### src/hdl/trd_pkg.sv
// Shared types, telnet codes and sizing constants for the telnet receive decoder.
package trd_pkg;

  // Longest terminal-type name carried in a reply.
  localparam int TERM_NAME_CHARS = 8;
  localparam int NAME_IDX_W = (TERM_NAME_CHARS > 1) ? $clog2(TERM_NAME_CHARS) : 1;

  // Depth of the job queue between the parser and the result sequencer.
  localparam int JOB_DEPTH = 4;
  localparam int JOB_PTR_W = (JOB_DEPTH > 1) ? $clog2(JOB_DEPTH) : 1;

  // Telnet command and option codes.
  localparam logic [7:0] C_IAC  = 8'd255;
  localparam logic [7:0] C_DONT = 8'd254;
  localparam logic [7:0] C_DO   = 8'd253;
  localparam logic [7:0] C_WONT = 8'd252;
  localparam logic [7:0] C_WILL = 8'd251;
  localparam logic [7:0] C_SB   = 8'd250;
  localparam logic [7:0] C_BRK  = 8'd243;
  localparam logic [7:0] C_SE   = 8'd240;
  localparam logic [7:0] O_BINARY = 8'd0;
  localparam logic [7:0] O_ECHO   = 8'd1;
  localparam logic [7:0] O_SGA    = 8'd3;
  localparam logic [7:0] O_TERM   = 8'd24;
  localparam logic [7:0] SUB_IS   = 8'd0;
  localparam logic [7:0] SUB_SEND = 8'd1;
  localparam logic [7:0] CH_CR    = 8'd13;
  localparam logic [7:0] CH_LF    = 8'd10;
  localparam logic [7:0] CH_NUL   = 8'd0;

  // Terminal modes.
  localparam logic [1:0] MODE_REVERSE = 2'd0;
  localparam logic [1:0] MODE_ASCII   = 2'd1;

  typedef enum logic [2:0] {
    CFG_TERMINAL_MODE   = 3'd0,
    CFG_CRLF_TO_CR      = 3'd1,
    CFG_CRLF_TO_LF      = 3'd2,
    CFG_LF_TO_CR        = 3'd3,
    CFG_LF_TO_CRLF      = 3'd4,
    CFG_REFUSAL_ENABLE  = 3'd5,
    CFG_TERM_TYPE_TEXT  = 3'd6,
    CFG_TERM_TYPE_LEN   = 3'd7
  } cfg_idx_e;

  typedef enum logic [1:0] {
    DST_PORT = 2'd0,
    DST_NET  = 2'd1,
    DST_BRK  = 2'd2
  } dest_e;

  typedef enum logic [9:0] {
    PH_DATA = 10'b00_0000_0001,
    PH_CMD  = 10'b00_0000_0010,
    PH_WILL = 10'b00_0000_0100,
    PH_DO   = 10'b00_0000_1000,
    PH_DONT = 10'b00_0001_0000,
    PH_WONT = 10'b00_0010_0000,
    PH_SB0  = 10'b00_0100_0000,
    PH_SB1  = 10'b00_1000_0000,
    PH_SB2  = 10'b01_0000_0000,
    PH_SB3  = 10'b10_0000_0000
  } phase_e;

  // Main part of a result run.
  typedef enum logic [2:0] {
    MK_NONE  = 3'd0,
    MK_PORT  = 3'd1,
    MK_BRK   = 3'd2,
    MK_REPLY = 3'd3,
    MK_TERM  = 3'd4
  } main_e;

  typedef struct packed {
    logic [7:0] rx_byte;
    logic       short_chunk_end;
  } rx_item_t;

  typedef struct packed {
    logic [7:0] out_byte;
    logic [1:0] destination;
    logic       tx_binary_now;
    logic       last_of_run;
  } res_item_t;

  typedef struct packed {
    logic [1:0]  terminal_mode;
    logic        crlf_to_cr;
    logic        crlf_to_lf;
    logic        lf_to_cr;
    logic        lf_to_crlf;
    logic        refusal_handling_enable;
    logic [63:0] term_type_text;
    logic [3:0]  term_type_length;
  } cfg_t;

  // One byte's worth of results: CR/LF prefix, main part, trailing CR.
  typedef struct packed {
    logic [1:0] pre_cnt;
    main_e      kind;
    logic [7:0] cmd;
    logic [7:0] ch;
    logic       suf_cr;
    logic       tx_binary;
  } job_t;

endpackage

### src/hdl/trd_front.sv
// Telnet parser front end: phase tracking, negotiation state and job building.
module trd_front (
  input  logic            clk_i,
  input  logic            rst_ni,
  input  logic            accept_i,
  input  trd_pkg::rx_item_t item_i,
  input  trd_pkg::cfg_t   cfg_i,
  input  logic            mode_load_i,
  input  logic [1:0]      mode_val_i,
  output trd_pkg::job_t   job_o,
  output logic            job_nonempty_o
);
  import trd_pkg::*;

  phase_e     phase_q, phase_d;
  logic       cr_q, cr_d;
  logic       rxb_q, rxb_d;
  logic       txb_q, txb_d;
  logic       offered_q, offered_d;
  logic       requested_q, requested_d;
  logic       asked_q, asked_d;
  logic [7:0] ch;
  logic       done;
  logic       cr_mid;
  logic       hold;

  always_comb begin
    ch          = item_i.rx_byte;
    phase_d     = phase_q;
    rxb_d       = rxb_q;
    txb_d       = txb_q;
    offered_d   = offered_q;
    requested_d = requested_q;
    asked_d     = asked_q;
    done        = 1'b0;
    hold        = 1'b0;
    cr_mid      = cr_q;
    job_o.pre_cnt   = 2'd0;
    job_o.kind      = MK_NONE;
    job_o.cmd       = C_IAC;
    job_o.ch        = ch;
    job_o.suf_cr    = 1'b0;

    // Resolve a held CR, or translate a bare LF.
    if (cr_q) begin
      cr_mid = 1'b0;
      if (ch == CH_NUL && !rxb_q) begin
        done = 1'b1;
      end else if (ch == CH_LF && cfg_i.crlf_to_cr) begin
        done = 1'b1;
      end else if (ch != CH_LF && cfg_i.crlf_to_lf) begin
        job_o.pre_cnt = 2'd1;
      end
    end else if (ch == CH_LF && phase_q == PH_DATA) begin
      if (cfg_i.lf_to_cr) begin
        job_o.pre_cnt = 2'd1;
        done = 1'b1;
      end else if (cfg_i.lf_to_crlf) begin
        job_o.pre_cnt = 2'd2;
        done = 1'b1;
      end
    end

    if (!done) begin
      unique case (phase_q)
        PH_DATA: begin
          if (ch == C_IAC) begin
            phase_d = PH_CMD;
          end else begin
            if (ch == CH_CR && (!rxb_q || cfg_i.crlf_to_cr || cfg_i.crlf_to_lf)) begin
              cr_mid = 1'b1;
              hold   = cfg_i.crlf_to_lf;
            end
            if (!hold) job_o.kind = MK_PORT;
          end
        end
        PH_CMD: begin
          phase_d = PH_DATA;
          if (ch == C_IAC) job_o.kind = MK_PORT;
          else if (ch == C_SB) phase_d = PH_SB0;
          else if (ch == C_WILL) phase_d = PH_WILL;
          else if (ch == C_DO) phase_d = PH_DO;
          else if (ch == C_DONT) phase_d = PH_DONT;
          else if (ch == C_WONT) phase_d = PH_WONT;
          else if (ch == C_BRK) job_o.kind = MK_BRK;
        end
        PH_DONT: begin
          phase_d = PH_DATA;
          if (cfg_i.refusal_handling_enable && ch == O_BINARY) begin
            txb_d = 1'b0;
            if (offered_q) begin
              offered_d  = 1'b0;
              job_o.kind = MK_REPLY;
              job_o.cmd  = C_WONT;
            end
          end
        end
        PH_WONT: begin
          phase_d = PH_DATA;
          if (cfg_i.refusal_handling_enable && ch == O_BINARY) begin
            rxb_d = 1'b0;
            if (requested_q) begin
              requested_d = 1'b0;
              job_o.kind  = MK_REPLY;
              job_o.cmd   = C_DONT;
            end
          end
        end
        PH_DO: begin
          phase_d = PH_DATA;
          if (ch == O_BINARY) begin
            txb_d = 1'b1;
            if (!offered_q) begin
              job_o.kind = MK_REPLY;
              job_o.cmd  = C_WILL;
            end
          end else if (ch == O_ECHO) begin
            if (cfg_i.terminal_mode != MODE_REVERSE) begin
              job_o.kind = MK_REPLY;
              job_o.cmd  = C_WONT;
            end
          end else if (ch != O_SGA && ch != O_TERM) begin
            job_o.kind = MK_REPLY;
            job_o.cmd  = C_WONT;
          end
        end
        PH_WILL: begin
          phase_d = PH_DATA;
          if (ch == O_BINARY) begin
            rxb_d = 1'b1;
            if (!requested_q) begin
              job_o.kind = MK_REPLY;
              job_o.cmd  = C_DO;
            end
          end else if (ch == O_ECHO) begin
            job_o.kind = MK_REPLY;
            job_o.cmd  = C_DO;
          end else if (ch != O_SGA && ch != O_TERM) begin
            job_o.kind = MK_REPLY;
            job_o.cmd  = C_DONT;
          end
        end
        PH_SB0: phase_d = (ch == O_TERM) ? PH_SB1 : PH_SB2;
        PH_SB1: begin
          if (ch == SUB_SEND) asked_d = 1'b1;
          phase_d = PH_SB2;
        end
        PH_SB2: begin
          if (ch == C_IAC) phase_d = PH_SB3;
        end
        PH_SB3: begin
          if (ch == C_SE) begin
            if (asked_q) job_o.kind = MK_TERM;
            asked_d = 1'b0;
            phase_d = PH_DATA;
          end else begin
            phase_d = PH_SB2;
          end
        end
        default: phase_d = PH_DATA;
      endcase
    end

    // A chunk end settles a CR that is still pending.
    if (cr_mid && item_i.short_chunk_end) begin
      job_o.suf_cr = cfg_i.crlf_to_lf;
      cr_mid       = 1'b0;
    end
    cr_d            = cr_mid;
    job_o.tx_binary = txb_d;
    job_nonempty_o  = (job_o.pre_cnt != 2'd0) || (job_o.kind != MK_NONE) || job_o.suf_cr;
  end

  always_ff @(posedge clk_i or negedge rst_ni) begin
    if (!rst_ni) begin
      phase_q     <= PH_DATA;
      cr_q        <= 1'b0;
      rxb_q       <= 1'b0;
      txb_q       <= 1'b0;
      offered_q   <= 1'b1;
      requested_q <= 1'b1;
      asked_q     <= 1'b0;
    end else if (mode_load_i) begin
      offered_q   <= (mode_val_i != MODE_ASCII);
      requested_q <= (mode_val_i != MODE_ASCII);
    end else if (accept_i) begin
      phase_q     <= phase_d;
      cr_q        <= cr_d;
      rxb_q       <= rxb_d;
      txb_q       <= txb_d;
      offered_q   <= offered_d;
      requested_q <= requested_d;
      asked_q     <= asked_d;
    end
  end

`ifndef NO_ASSERTIONS
  // A held CR is only ever set from the data phase and resolved by the next byte.
  a_cr_in_data: assert property (@(posedge clk_i) disable iff (!rst_ni)
    cr_q |-> phase_q == PH_DATA)
    else $error("CR pending outside data phase");
`endif

endmodule

### src/hdl/trd_job_fifo.sv
// Short job queue between the parser and the result sequencer.
module trd_job_fifo (
  input  logic          clk_i,
  input  logic          rst_ni,
  input  logic          push_i,
  input  trd_pkg::job_t job_i,
  input  logic          pop_i,
  output logic          full_o,
  output logic          valid_o,
  output trd_pkg::job_t job_o
);
  import trd_pkg::*;

  job_t                 mem_q [JOB_DEPTH];
  logic [JOB_PTR_W-1:0] wr_ptr_q, rd_ptr_q;
  logic [JOB_PTR_W:0]   cnt_q;

  function automatic logic [JOB_PTR_W-1:0] ptr_next(input logic [JOB_PTR_W-1:0] p);
    return (p == JOB_PTR_W'(JOB_DEPTH - 1)) ? '0 : p + 1'b1;
  endfunction

  assign full_o  = (cnt_q == (JOB_PTR_W + 1)'(JOB_DEPTH));
  assign valid_o = (cnt_q != '0);
  assign job_o   = mem_q[rd_ptr_q];

  always_ff @(posedge clk_i) begin
    if (push_i) mem_q[wr_ptr_q] <= job_i;
  end

  always_ff @(posedge clk_i or negedge rst_ni) begin
    if (!rst_ni) begin
      wr_ptr_q <= '0;
      rd_ptr_q <= '0;
      cnt_q    <= '0;
    end else begin
      if (push_i) wr_ptr_q <= ptr_next(wr_ptr_q);
      if (pop_i)  rd_ptr_q <= ptr_next(rd_ptr_q);
      cnt_q <= cnt_q + (JOB_PTR_W + 1)'(push_i) - (JOB_PTR_W + 1)'(pop_i);
    end
  end

`ifndef NO_ASSERTIONS
  a_no_overflow: assert property (@(posedge clk_i) disable iff (!rst_ni)
    push_i |-> !full_o)
    else $error("job queue written while full");
  a_no_underflow: assert property (@(posedge clk_i) disable iff (!rst_ni)
    pop_i |-> valid_o)
    else $error("job queue read while empty");
`endif

endmodule

### src/hdl/trd_back.sv
// Result sequencer: expands a job into result transfers through an output register.
module trd_back (
  input  logic              clk_i,
  input  logic              rst_ni,
  input  logic              job_valid_i,
  input  trd_pkg::job_t     job_i,
  input  logic [63:0]       term_text_i,
  input  logic [3:0]        term_len_i,
  output logic              job_pop_o,
  input  logic              pop_i,
  output logic              empty_o,
  output trd_pkg::res_item_t item_o
);
  import trd_pkg::*;

  localparam logic [3:0] REPLY_LEN   = 4'd3;
  localparam logic [3:0] TERM_FRAME  = 4'd6;
  localparam logic [3:0] TERM_HEAD   = 4'd4;

  logic [3:0]      idx_q;
  logic            out_valid_q;
  res_item_t       out_q;
  res_item_t       item;
  logic [3:0]      name_len;
  logic [3:0]      main_len;
  logic [3:0]      run_len;
  logic [3:0]      j;
  logic [3:0]      name_sel;
  logic [7:0]      name_bytes [TERM_NAME_CHARS];
  logic            last;
  logic            emit;

  always_comb begin
    for (int k = 0; k < TERM_NAME_CHARS; k++) begin
      name_bytes[k] = term_text_i[8*k +: 8];
    end
  end

  always_comb begin
    name_len = (term_len_i > 4'(TERM_NAME_CHARS)) ? 4'(TERM_NAME_CHARS) : term_len_i;
    unique case (job_i.kind) inside
      MK_PORT, MK_BRK: main_len = 4'd1;
      MK_REPLY:        main_len = REPLY_LEN;
      MK_TERM:         main_len = TERM_FRAME + name_len;
      default:         main_len = 4'd0;
    endcase
    run_len  = {2'b00, job_i.pre_cnt} + main_len + {3'b000, job_i.suf_cr};
    j        = idx_q - {2'b00, job_i.pre_cnt};
    name_sel = j - TERM_HEAD;

    item.destination = DST_PORT;
    item.out_byte    = CH_CR;
    if (idx_q < {2'b00, job_i.pre_cnt}) begin
      item.out_byte = (idx_q == 4'd0) ? CH_CR : CH_LF;
    end else if (j < main_len) begin
      case (job_i.kind)
        MK_BRK: begin
          item.out_byte    = 8'd0;
          item.destination = DST_BRK;
        end
        MK_REPLY: begin
          item.destination = DST_NET;
          if (j == 4'd0)      item.out_byte = C_IAC;
          else if (j == 4'd1) item.out_byte = job_i.cmd;
          else                item.out_byte = job_i.ch;
        end
        MK_TERM: begin
          item.destination = DST_NET;
          if (j == 4'd0)                      item.out_byte = C_IAC;
          else if (j == 4'd1)                 item.out_byte = C_SB;
          else if (j == 4'd2)                 item.out_byte = O_TERM;
          else if (j == 4'd3)                 item.out_byte = SUB_IS;
          else if (name_sel < name_len)       item.out_byte = name_bytes[name_sel[NAME_IDX_W-1:0]];
          else if (name_sel == name_len)      item.out_byte = C_IAC;
          else                                item.out_byte = C_SE;
        end
        default: item.out_byte = job_i.ch;
      endcase
    end
    last               = (idx_q == run_len - 4'd1);
    item.tx_binary_now = job_i.tx_binary;
    item.last_of_run   = last;
  end

  // Load the output register from a queued job whenever it is free or being drained.
  assign emit      = job_valid_i && (!out_valid_q || pop_i);
  assign job_pop_o = emit && last;
  assign empty_o   = !out_valid_q;
  assign item_o    = out_q;

  always_ff @(posedge clk_i) begin
    if (emit) out_q <= item;
  end

  always_ff @(posedge clk_i or negedge rst_ni) begin
    if (!rst_ni) begin
      idx_q       <= '0;
      out_valid_q <= 1'b0;
    end else begin
      if (emit) begin
        idx_q       <= last ? 4'd0 : idx_q + 4'd1;
        out_valid_q <= 1'b1;
      end else if (pop_i) begin
        out_valid_q <= 1'b0;
      end
    end
  end

`ifndef NO_ASSERTIONS
  a_idx_in_run: assert property (@(posedge clk_i) disable iff (!rst_ni)
    job_valid_i |-> idx_q < run_len)
    else $error("sequencer index past end of run");
`endif

endmodule

### src/hdl/telnet_receive_decoder.sv
// Path: an accepted byte's job is written into the job queue, and the result
// sequencer loads its first result into the output register on the ports.
// Throughput: one byte per cycle while each byte gives at most one result and pop
// keeps up; a byte with more results holds the sequencer for its whole run, and
// a four-job queue absorbs such runs (bytes with no result are not queued but
// still need room in it). Reset is asynchronous and clears control state only;
// binary offers come up set, as for terminal mode 0. No clearing pass is needed.
module telnet_receive_decoder (
  input  logic                clk_i,
  input  logic                rst_ni,
  // Received byte side
  input  logic                push,
  output logic                full,
  input  trd_pkg::rx_item_t   in_item_i,
  // Result side
  output logic                empty,
  input  logic                pop,
  output trd_pkg::res_item_t  out_item_o,
  // Configuration writes
  input  logic                cfg_we_i,
  input  logic [2:0]          cfg_addr_i,
  input  logic [63:0]         cfg_wdata_i
);
  import trd_pkg::*;

  cfg_t  cfg_q;
  job_t  front_job;
  job_t  head_job;
  logic  front_nonempty;
  logic  in_xfer;
  logic  q_push;
  logic  q_pop;
  logic  q_valid;
  logic  q_full;
  logic  mode_load;

  // Transfer a byte whenever the job queue has room.
  assign full    = q_full;
  assign in_xfer = push && !q_full;
  // Drop bytes that yield no result; they only advance parser state.
  assign q_push  = in_xfer && front_nonempty;

  // Writing the terminal mode restarts the binary negotiation flags.
  assign mode_load = cfg_we_i && (cfg_addr_i == CFG_TERMINAL_MODE);

  always_ff @(posedge clk_i or negedge rst_ni) begin
    if (!rst_ni) begin
      cfg_q <= '0;
    end else if (cfg_we_i) begin
      unique case (cfg_addr_i)
        CFG_TERMINAL_MODE:  cfg_q.terminal_mode           <= cfg_wdata_i[1:0];
        CFG_CRLF_TO_CR:     cfg_q.crlf_to_cr              <= cfg_wdata_i[0];
        CFG_CRLF_TO_LF:     cfg_q.crlf_to_lf              <= cfg_wdata_i[0];
        CFG_LF_TO_CR:       cfg_q.lf_to_cr                <= cfg_wdata_i[0];
        CFG_LF_TO_CRLF:     cfg_q.lf_to_crlf              <= cfg_wdata_i[0];
        CFG_REFUSAL_ENABLE: cfg_q.refusal_handling_enable <= cfg_wdata_i[0];
        CFG_TERM_TYPE_TEXT: cfg_q.term_type_text          <= cfg_wdata_i;
        CFG_TERM_TYPE_LEN:  cfg_q.term_type_length        <= cfg_wdata_i[3:0];
        default:            cfg_q <= cfg_q;
      endcase
    end
  end

  // Parse and classify each received byte.
  trd_front u_front (
    .clk_i          (clk_i),
    .rst_ni         (rst_ni),
    .accept_i       (in_xfer),
    .item_i         (in_item_i),
    .cfg_i          (cfg_q),
    .mode_load_i    (mode_load),
    .mode_val_i     (cfg_wdata_i[1:0]),
    .job_o          (front_job),
    .job_nonempty_o (front_nonempty)
  );

  // Decouple parsing from result delivery.
  trd_job_fifo u_job_fifo (
    .clk_i   (clk_i),
    .rst_ni  (rst_ni),
    .push_i  (q_push),
    .job_i   (front_job),
    .pop_i   (q_pop),
    .full_o  (q_full),
    .valid_o (q_valid),
    .job_o   (head_job)
  );

  // Expand each job into result transfers, one per cycle while pop keeps up.
  trd_back u_back (
    .clk_i       (clk_i),
    .rst_ni      (rst_ni),
    .job_valid_i (q_valid),
    .job_i       (head_job),
    .term_text_i (cfg_q.term_type_text),
    .term_len_i  (cfg_q.term_type_length),
    .job_pop_o   (q_pop),
    .pop_i       (pop),
    .empty_o     (empty),
    .item_o      (out_item_o)
  );

`ifndef NO_ASSERTIONS
  // Every queued job must be producing results, so the queue drains on its own.
  a_queue_moves: assert property (@(posedge clk_i) disable iff (!rst_ni)
    (q_valid && empty) |=> !empty)
    else $error("pending job did not reach the output register");
`endif

endmodule

### config.mk
export PLATFORM = sky130hd
export DESIGN_NAME = telnet_receive_decoder
export DESIGN_NICKNAME = d
export VERILOG_FILES = /design/src/hdl/trd_pkg.sv /design/src/hdl/trd_front.sv /design/src/hdl/trd_job_fifo.sv /design/src/hdl/trd_back.sv /design/src/hdl/telnet_receive_decoder.sv
export SDC_FILE = /design/constraint.sdc
export NUM_CORES = 1
export LEC_CHECK = 0
export BUFFER_PORTS_ARGS = -buffer_cell sky130_fd_sc_hd__buf_2
export CAP_MARGIN = 20
export CORE_MARGIN = 1.5
export CORE_UTILIZATION = 45
export DETAILED_ROUTE_END_ITERATION = 8
export PLACE_DENSITY_LB_ADDON = 0.2
export SLEW_MARGIN = 20
export SYNTH_ARGS = -nofsm -noshare
export SYNTH_HDL_FRONTEND = slang
export SYNTH_SLANG_ARGS = --single-unit
### constraint.sdc
create_clock -name clk_i -period 10.56 [get_ports clk_i]
set_clock_uncertainty 0.1 [all_clocks]
set_input_delay 0.528 -clock clk_i [delete_from_list [all_inputs] [get_ports clk_i]]
set_output_delay 0.528 -clock clk_i [all_outputs]
set_load 0.05 [all_outputs]
# == Yosys cells after proc, flatten, opt, wreduce, memory -nomap -nowiden ==
# Memories as Yosys holds them, arrays and structs flattened.
# Cells that the tools add are included.
# word_totals
reg_bits,115
ram_bits,92
inputBits,81
output_inout_bits,14
word_cells,254
memories,1
# memory_table
memory,depth,width,read_ports,rd_ports_with_merged_regs,write_ports,line,rtl
u_job_fifo.mem_q,4,23,1,0,1,trd_job_fifo.sv:14,job_t mem_q [JOB_DEPTH];
# op_classes
add_sub_neg,11
n_lt_le_gt_ge,5
n_eq_ne,52
mux,104
bitwise,4
n_reduce_logical,53
# op_table
cell,count
$mux 10,17
$mux 8,10
$eq 8x8->1 const B,8
$pmux 10 s6,1
$mux 11,5
$mux 1,38
$pmux 8 s4,1
$mux 3,9
$bmux 8 s3,1
$pmux 8 s3,1
$pmux 3 s7,1
$eq 3x3->1 const B,6
$mux 2,9
$mux 9,2
$reduce_and 2->1,9
$reduce_bool 2->1,9
$eq 8x4->1 const B,2
$logic_and 1x1->1,13
$eq 3x2->1 const B,4
$mux 4,3
$ne 2x1->1 const B,6
$pmux 4 s3,1
$reduce_and 6->1,2
$eq 10x1->1 const B,1
other kinds (48),70

# == Depth between registers and ports, before layout ==
# depth
depth_word,18
depth_mapped,22
ltp_nobuf,21

# == Hierarchy ==
# Synthesis repeated with hierarchy kept, for this count alone.
# unflattened
hier_cells,756
area_unflattened_um2,10715.3
# by_module_without_submodules
module,instances,cells_each,area_each_um2,seq_area_each_um2
trd_job_fifo,1,157,3776.1,2937.8
telnet_receive_decoder,1,167,3111.7,1876.8
trd_back,1,216,2123.3,485.5
trd_front,1,216,1704.1,404.1

# == Worst setup path after synthesis ==
# Ideal clock, no wire load.
# synth_timing
path_kind,register to register
start,register u_job_fifo.rd_ptr_q[0]
end,register u_job_fifo.cnt_q[2]
setup_ns,0.124
arrival_time_ns,4.932
required_time_ns,10.336
path_slack_ns,5.404
stages_incl_launch_ff,22
path_buffers,1
synth_period_minus_slack_ns,5.156
cell_sequence,dfrtp_1 -> buf_4 -> mux4_2 -> nor3b_1 -> a22oi_1 -> ha_1 -> inv_1 -> ha_1 -> a21o_1 -> a21oi_1 -> xor2_1 -> xnor2_1 -> nor4_1 -> nand2_1 -> inv_1 -> ha_1 -> inv_1 -> ha_1 -> inv_1 -> fa_1 -> xnor2_1 -> xnor2_1
# synth_rtl
element,line,rtl
"start, declared",trd_job_fifo.sv:15,"logic [JOB_PTR_W-1:0] wr_ptr_q, rd_ptr_q;"
"start signal, assigned",trd_job_fifo.sv:37,if (pop_i) rd_ptr_q <= ptr_next(rd_ptr_q);
"end signal, assigned",trd_job_fifo.sv:38,cnt_q <= cnt_q + (JOB_PTR_W + 1)'(push_i) - (JOB_PTR_W + 1)'(pop_i);
"end, declared",trd_job_fifo.sv:16,logic [JOB_PTR_W:0] cnt_q;

==> impl_metrics.py <==
metrics = {
    "run_status": {
        "status": "finished with violations",
        "violations": "negative hold slack",
    },
    "worst_setup_path": {
        "reg2reg_from": "u_job_fifo.rd_ptr_q[1]",
        "required_ns": 10.82,
        "ff2ff_setup_slack_ns": 4.41,
        "rr_worst_depth": 20,
        "start_kind": "flop",
        "cp-end-kind": "flop",
        "cp_max_fo": 20,
        "criticalPathCategory": "reg2reg",
        "cp-startpoint": "u_job_fifo.rd_ptr_q[1]",
        "arrival_ns": 6.41,
    },
    "global_route": {
        "grt_max_degree": 65,
        "grt.total_usage": 0.2029,
        "grt_pass1_wl_mm": 33.77,
        "overflow": 0,
        "antenna_found_initial": 0,
        "grt_pass1_vias": 6269,
    },
    "clock_network": {
        "worstSkewPairLatency_ns": 0.44,
        "cts.repair.resized": 0,
        "cts_buffer_depth": 2,
        "clock_sinks": 187,
        "cts_tree": "yes",
        "cts_setup_buffers": 0,
        "cts_root_buf": "clkbuf_16",
        "cts.clk_slew.worst_paths_ns": 0.08,
        "htreeDepth": 4,
        "cts_hold_buf": 0,
        "cts_buffers": 17,
    },
    "routing": {
        "wl_per_cell_um": 19.11,
        "ant_nets": 0,
        "drcViolationCount": 0,
        "routed_wl_mm": 20.95,
        "num_vias": 6089,
        "first_pass_iters": 5,
        "via_per_inst": 5.556,
        "dr.first_iter.drc_count": 321,
    },
    "finish": {
        "num-nets-final": 922,
        "stdcell_count": 1096,
        "area_growth_pct": 14.06,
        "insertedDiodeCount": 0,
        "num-fill-cells": 1774,
        "drive_gt1_frac": 0.3160,
    },
    "floorplan": {
        "dieArea_sq_um": 21660,
        "fp-row-count": 52,
        "dieHeight_um": 147.2,
        "die_width_um": 147.2,
        "coreArea_sq_um": 20300,
        "io_pins": 95,
        "initial_core_util": 0.4607,
    },
    "timing": {
        "rsz0062_at_grt": "false",
        "hold_violations": 3,
        "worst_slack_ns": 4.406,
        "setup_viol": 0,
        "slew_violations": 0,
        "fmax_mhz": 162.5,
        "layout_min_cycle_time_ns": 6.154,
        "finalCritPeriodShare": 0.5828,
        "slew-limit-headroom": 0.2993,
        "tns_ns": 0,
        "worst_pin_slew_ns": 1.042,
        "holdWs_ns": -0.001336,
    },
    "placement": {
        "gp_congestion": 0.8908,
        "port_buffers": 94,
        "pre_cts_ws_ns": 4.359,
        "hpwl_mm": 15.33,
        "place_inst": 1064,
    },
    "synth": {
        "synth_top_family_by_area": "multiplexers",
        "syn_inst": 720,
        "async_reset_ff_frac": 0.5508,
        "yosys-top-cells-count": "dfrtp_1 (100), edfxtp_1 (84), mux2_2 (81)",
        "synth_edf_count": 84,
        "synthSimpleGateAreaFrac": 0.1171,
        "yosys_warnings": 0,
        "synthTopCellsByArea": "edfxtp_1 (27%), dfrtp_1 (27%), mux2_2 (9.8%)",
        "synth_compound_area_frac": 0.07237,
        "syn-cell-area_sq_um": 9353,
        "synth_cell_types": 68,
        "synth_seq_cells": 187,
        "synth_adder_area_share": 0.03987,
        "synth_mux_area_frac": 0.1860,
        "yosysSeqAreaShare": 0.5457,
        "syn-mean-instance-area_sq_um": 12.99,
        "synth_ff_type": "dfrtp_1",
        "synthesis.nets": 829,
        "synth_xor_area_frac": 0.01311,
        "yosysMostFrequentCell": "dfrtp_1",
        "synth_top_area_frac": 0.2697,
        "synth.largest_area_cell": "edfxtp_1",
    },
    "power_and_ir_drop": {
        "p_leak_nw": 4.275,
        "max-vdd-ir-drop_v": 0.0001765,
        "p_per_area_nw_per_um2": 287.3,
    },
    "flow_run": {
        "max_cap_violations": 0,
    },
    "hold_path": {
        "hold_path_class": "in2async",
    },
}
==> metrics by stage <==
stage	utilization	cell area, sq um	hold slack [ns]	total power, mW
2_1_floorplan	-	9353	0.1324	2.080
6_report	0.5255	10670	-0.001336	3.065
5_1_grt	0.5255	10670	0.05018	3.272
4_1_cts	0.5255	10670	0.02218	3.084
3_5_place_dp	0.4976	10100	0.3895	2.453
3_3_place_gp	0.4976	10100	0.3824	2.417
==> cell families (layout without fill, tap and decap cells) <==
family          count (synthesis)  after routing
flops                         187            187
compound gates                 96             96
mux                           120            120
xor+xnor                       14             14
fa+ha+maj                      28             28
buf+inv                        61            167
simple gates                  214            214
==> worst max-delay path, stage by stage (launching register included) <==
cell     delay (ns)
dfrtp_1        0.94
mux4_2         0.47
nor3b_1        0.59
a22oi_1        0.26
ha_1           0.40
inv_1          0.05
ha_1           0.29
a21o_1         0.18
a21oi_1        0.17
xor2_1         0.18
xnor2_1        0.08
nor4_1         0.79
nand2_1        0.25
inv_1          0.13
ha_1           0.23
inv_1          0.06
ha_1           0.14
inv_1          0.05
fa_1           0.40
xnor2_1        0.18
xnor2_1        0.13
==> layout by cell type, fill, tap and decap left out, types with 5 or more instances in the layout <==
cell and instances:
clkbuf_16 17, a31oi_1 5, nor3b_1 7, dfrtp_1 100, nor4_1 10, buf_4 8, xnor2_1 7, inv_6 6
nand2b_1 9, mux2_2 81, buf_2 93, a211oi_1 7, or3_1 5, nand4_1 8, and3_1 8, nor2_1 43
nand3_1 16, ha_1 25, xor2_1 7, a21o_1 5, and2_1 9, nor3_1 16, mux4_2 34, nor2b_1 13
edfxtp_1 84, inv_1 33, nand2_1 56, o21ai_0 20, a21oi_1 18
==> flip-flops by register name, summed over array words and instances (netlist names) <==
register	cells
u_job_fifo.wr_ptr_q	2
u_front.phase_q	10
cfg_q	75
u_back.out_valid_q	1
u_front.txb_q	1
u_front.asked_q	1
u_front.offered_q	1
u_front.cr_q	1
u_job_fifo.cnt_q	3
u_back.item_o	12
u_front.requested_q	1
u_job_fifo.rd_ptr_q	2
u_front.rxb_q	1
u_back.idx_q	4
u_job_fifo.mem_q	72
==> per-layer routing <==
| metal | track usage | vias up | part of all wire |
|---|---|---|---|
| met5 | 0 | - | 0 |
| met4 | 0.06000 | 0 | 0.016 |
| met3 | 0.03696 | 22 | 0.028 |
| met2 | 0.3263 | 96 | 0.48 |
| met1 | 0.2824 | 3079 | 0.47 |
| li1 | - | 2892 | - |
==> power breakdown <==
| group | internal [mW] | total (mW) | switching, mW |
|---|---|---|---|
| Combinational | 0.601 | 1.43 | 0.828 |
| Clock | 0.318 | 0.627 | 0.308 |
| Sequential | 0.912 | 1.01 | 0.0964 |
==> path summary, 6_finish.rpt <==
path | endpoint
setup / recovery | u_job_fifo.cnt_q[2]
hold / removal | cfg_q[65]
setup reg to reg | u_job_fifo.cnt_q[2]
hold reg to reg | cfg_q[26]
max in group asynchronous | u_front.phase_q[2]
min in group clk_i | u_back.out_valid_q
==> cell type report <==
| type | instances | area (sq um) | area share |
|---|---|---|---|
| clock buffers | 18 | 439.2 | 0.04117 |
| repair buffers | 101 | 525.5 | 0.04926 |
| flip-flops and latches | 187 | 5104 | 0.4784 |
| clock inverters | 14 | 127.6 | 0.01196 |
| inverters | 34 | 127.6 | 0.01196 |
| multi-input cells | 472 | 4006 | 0.3756 |
| well taps | 270 | 337.8 | 0.03167 |
Note: power is estimated with default switching activity, not from simulation.
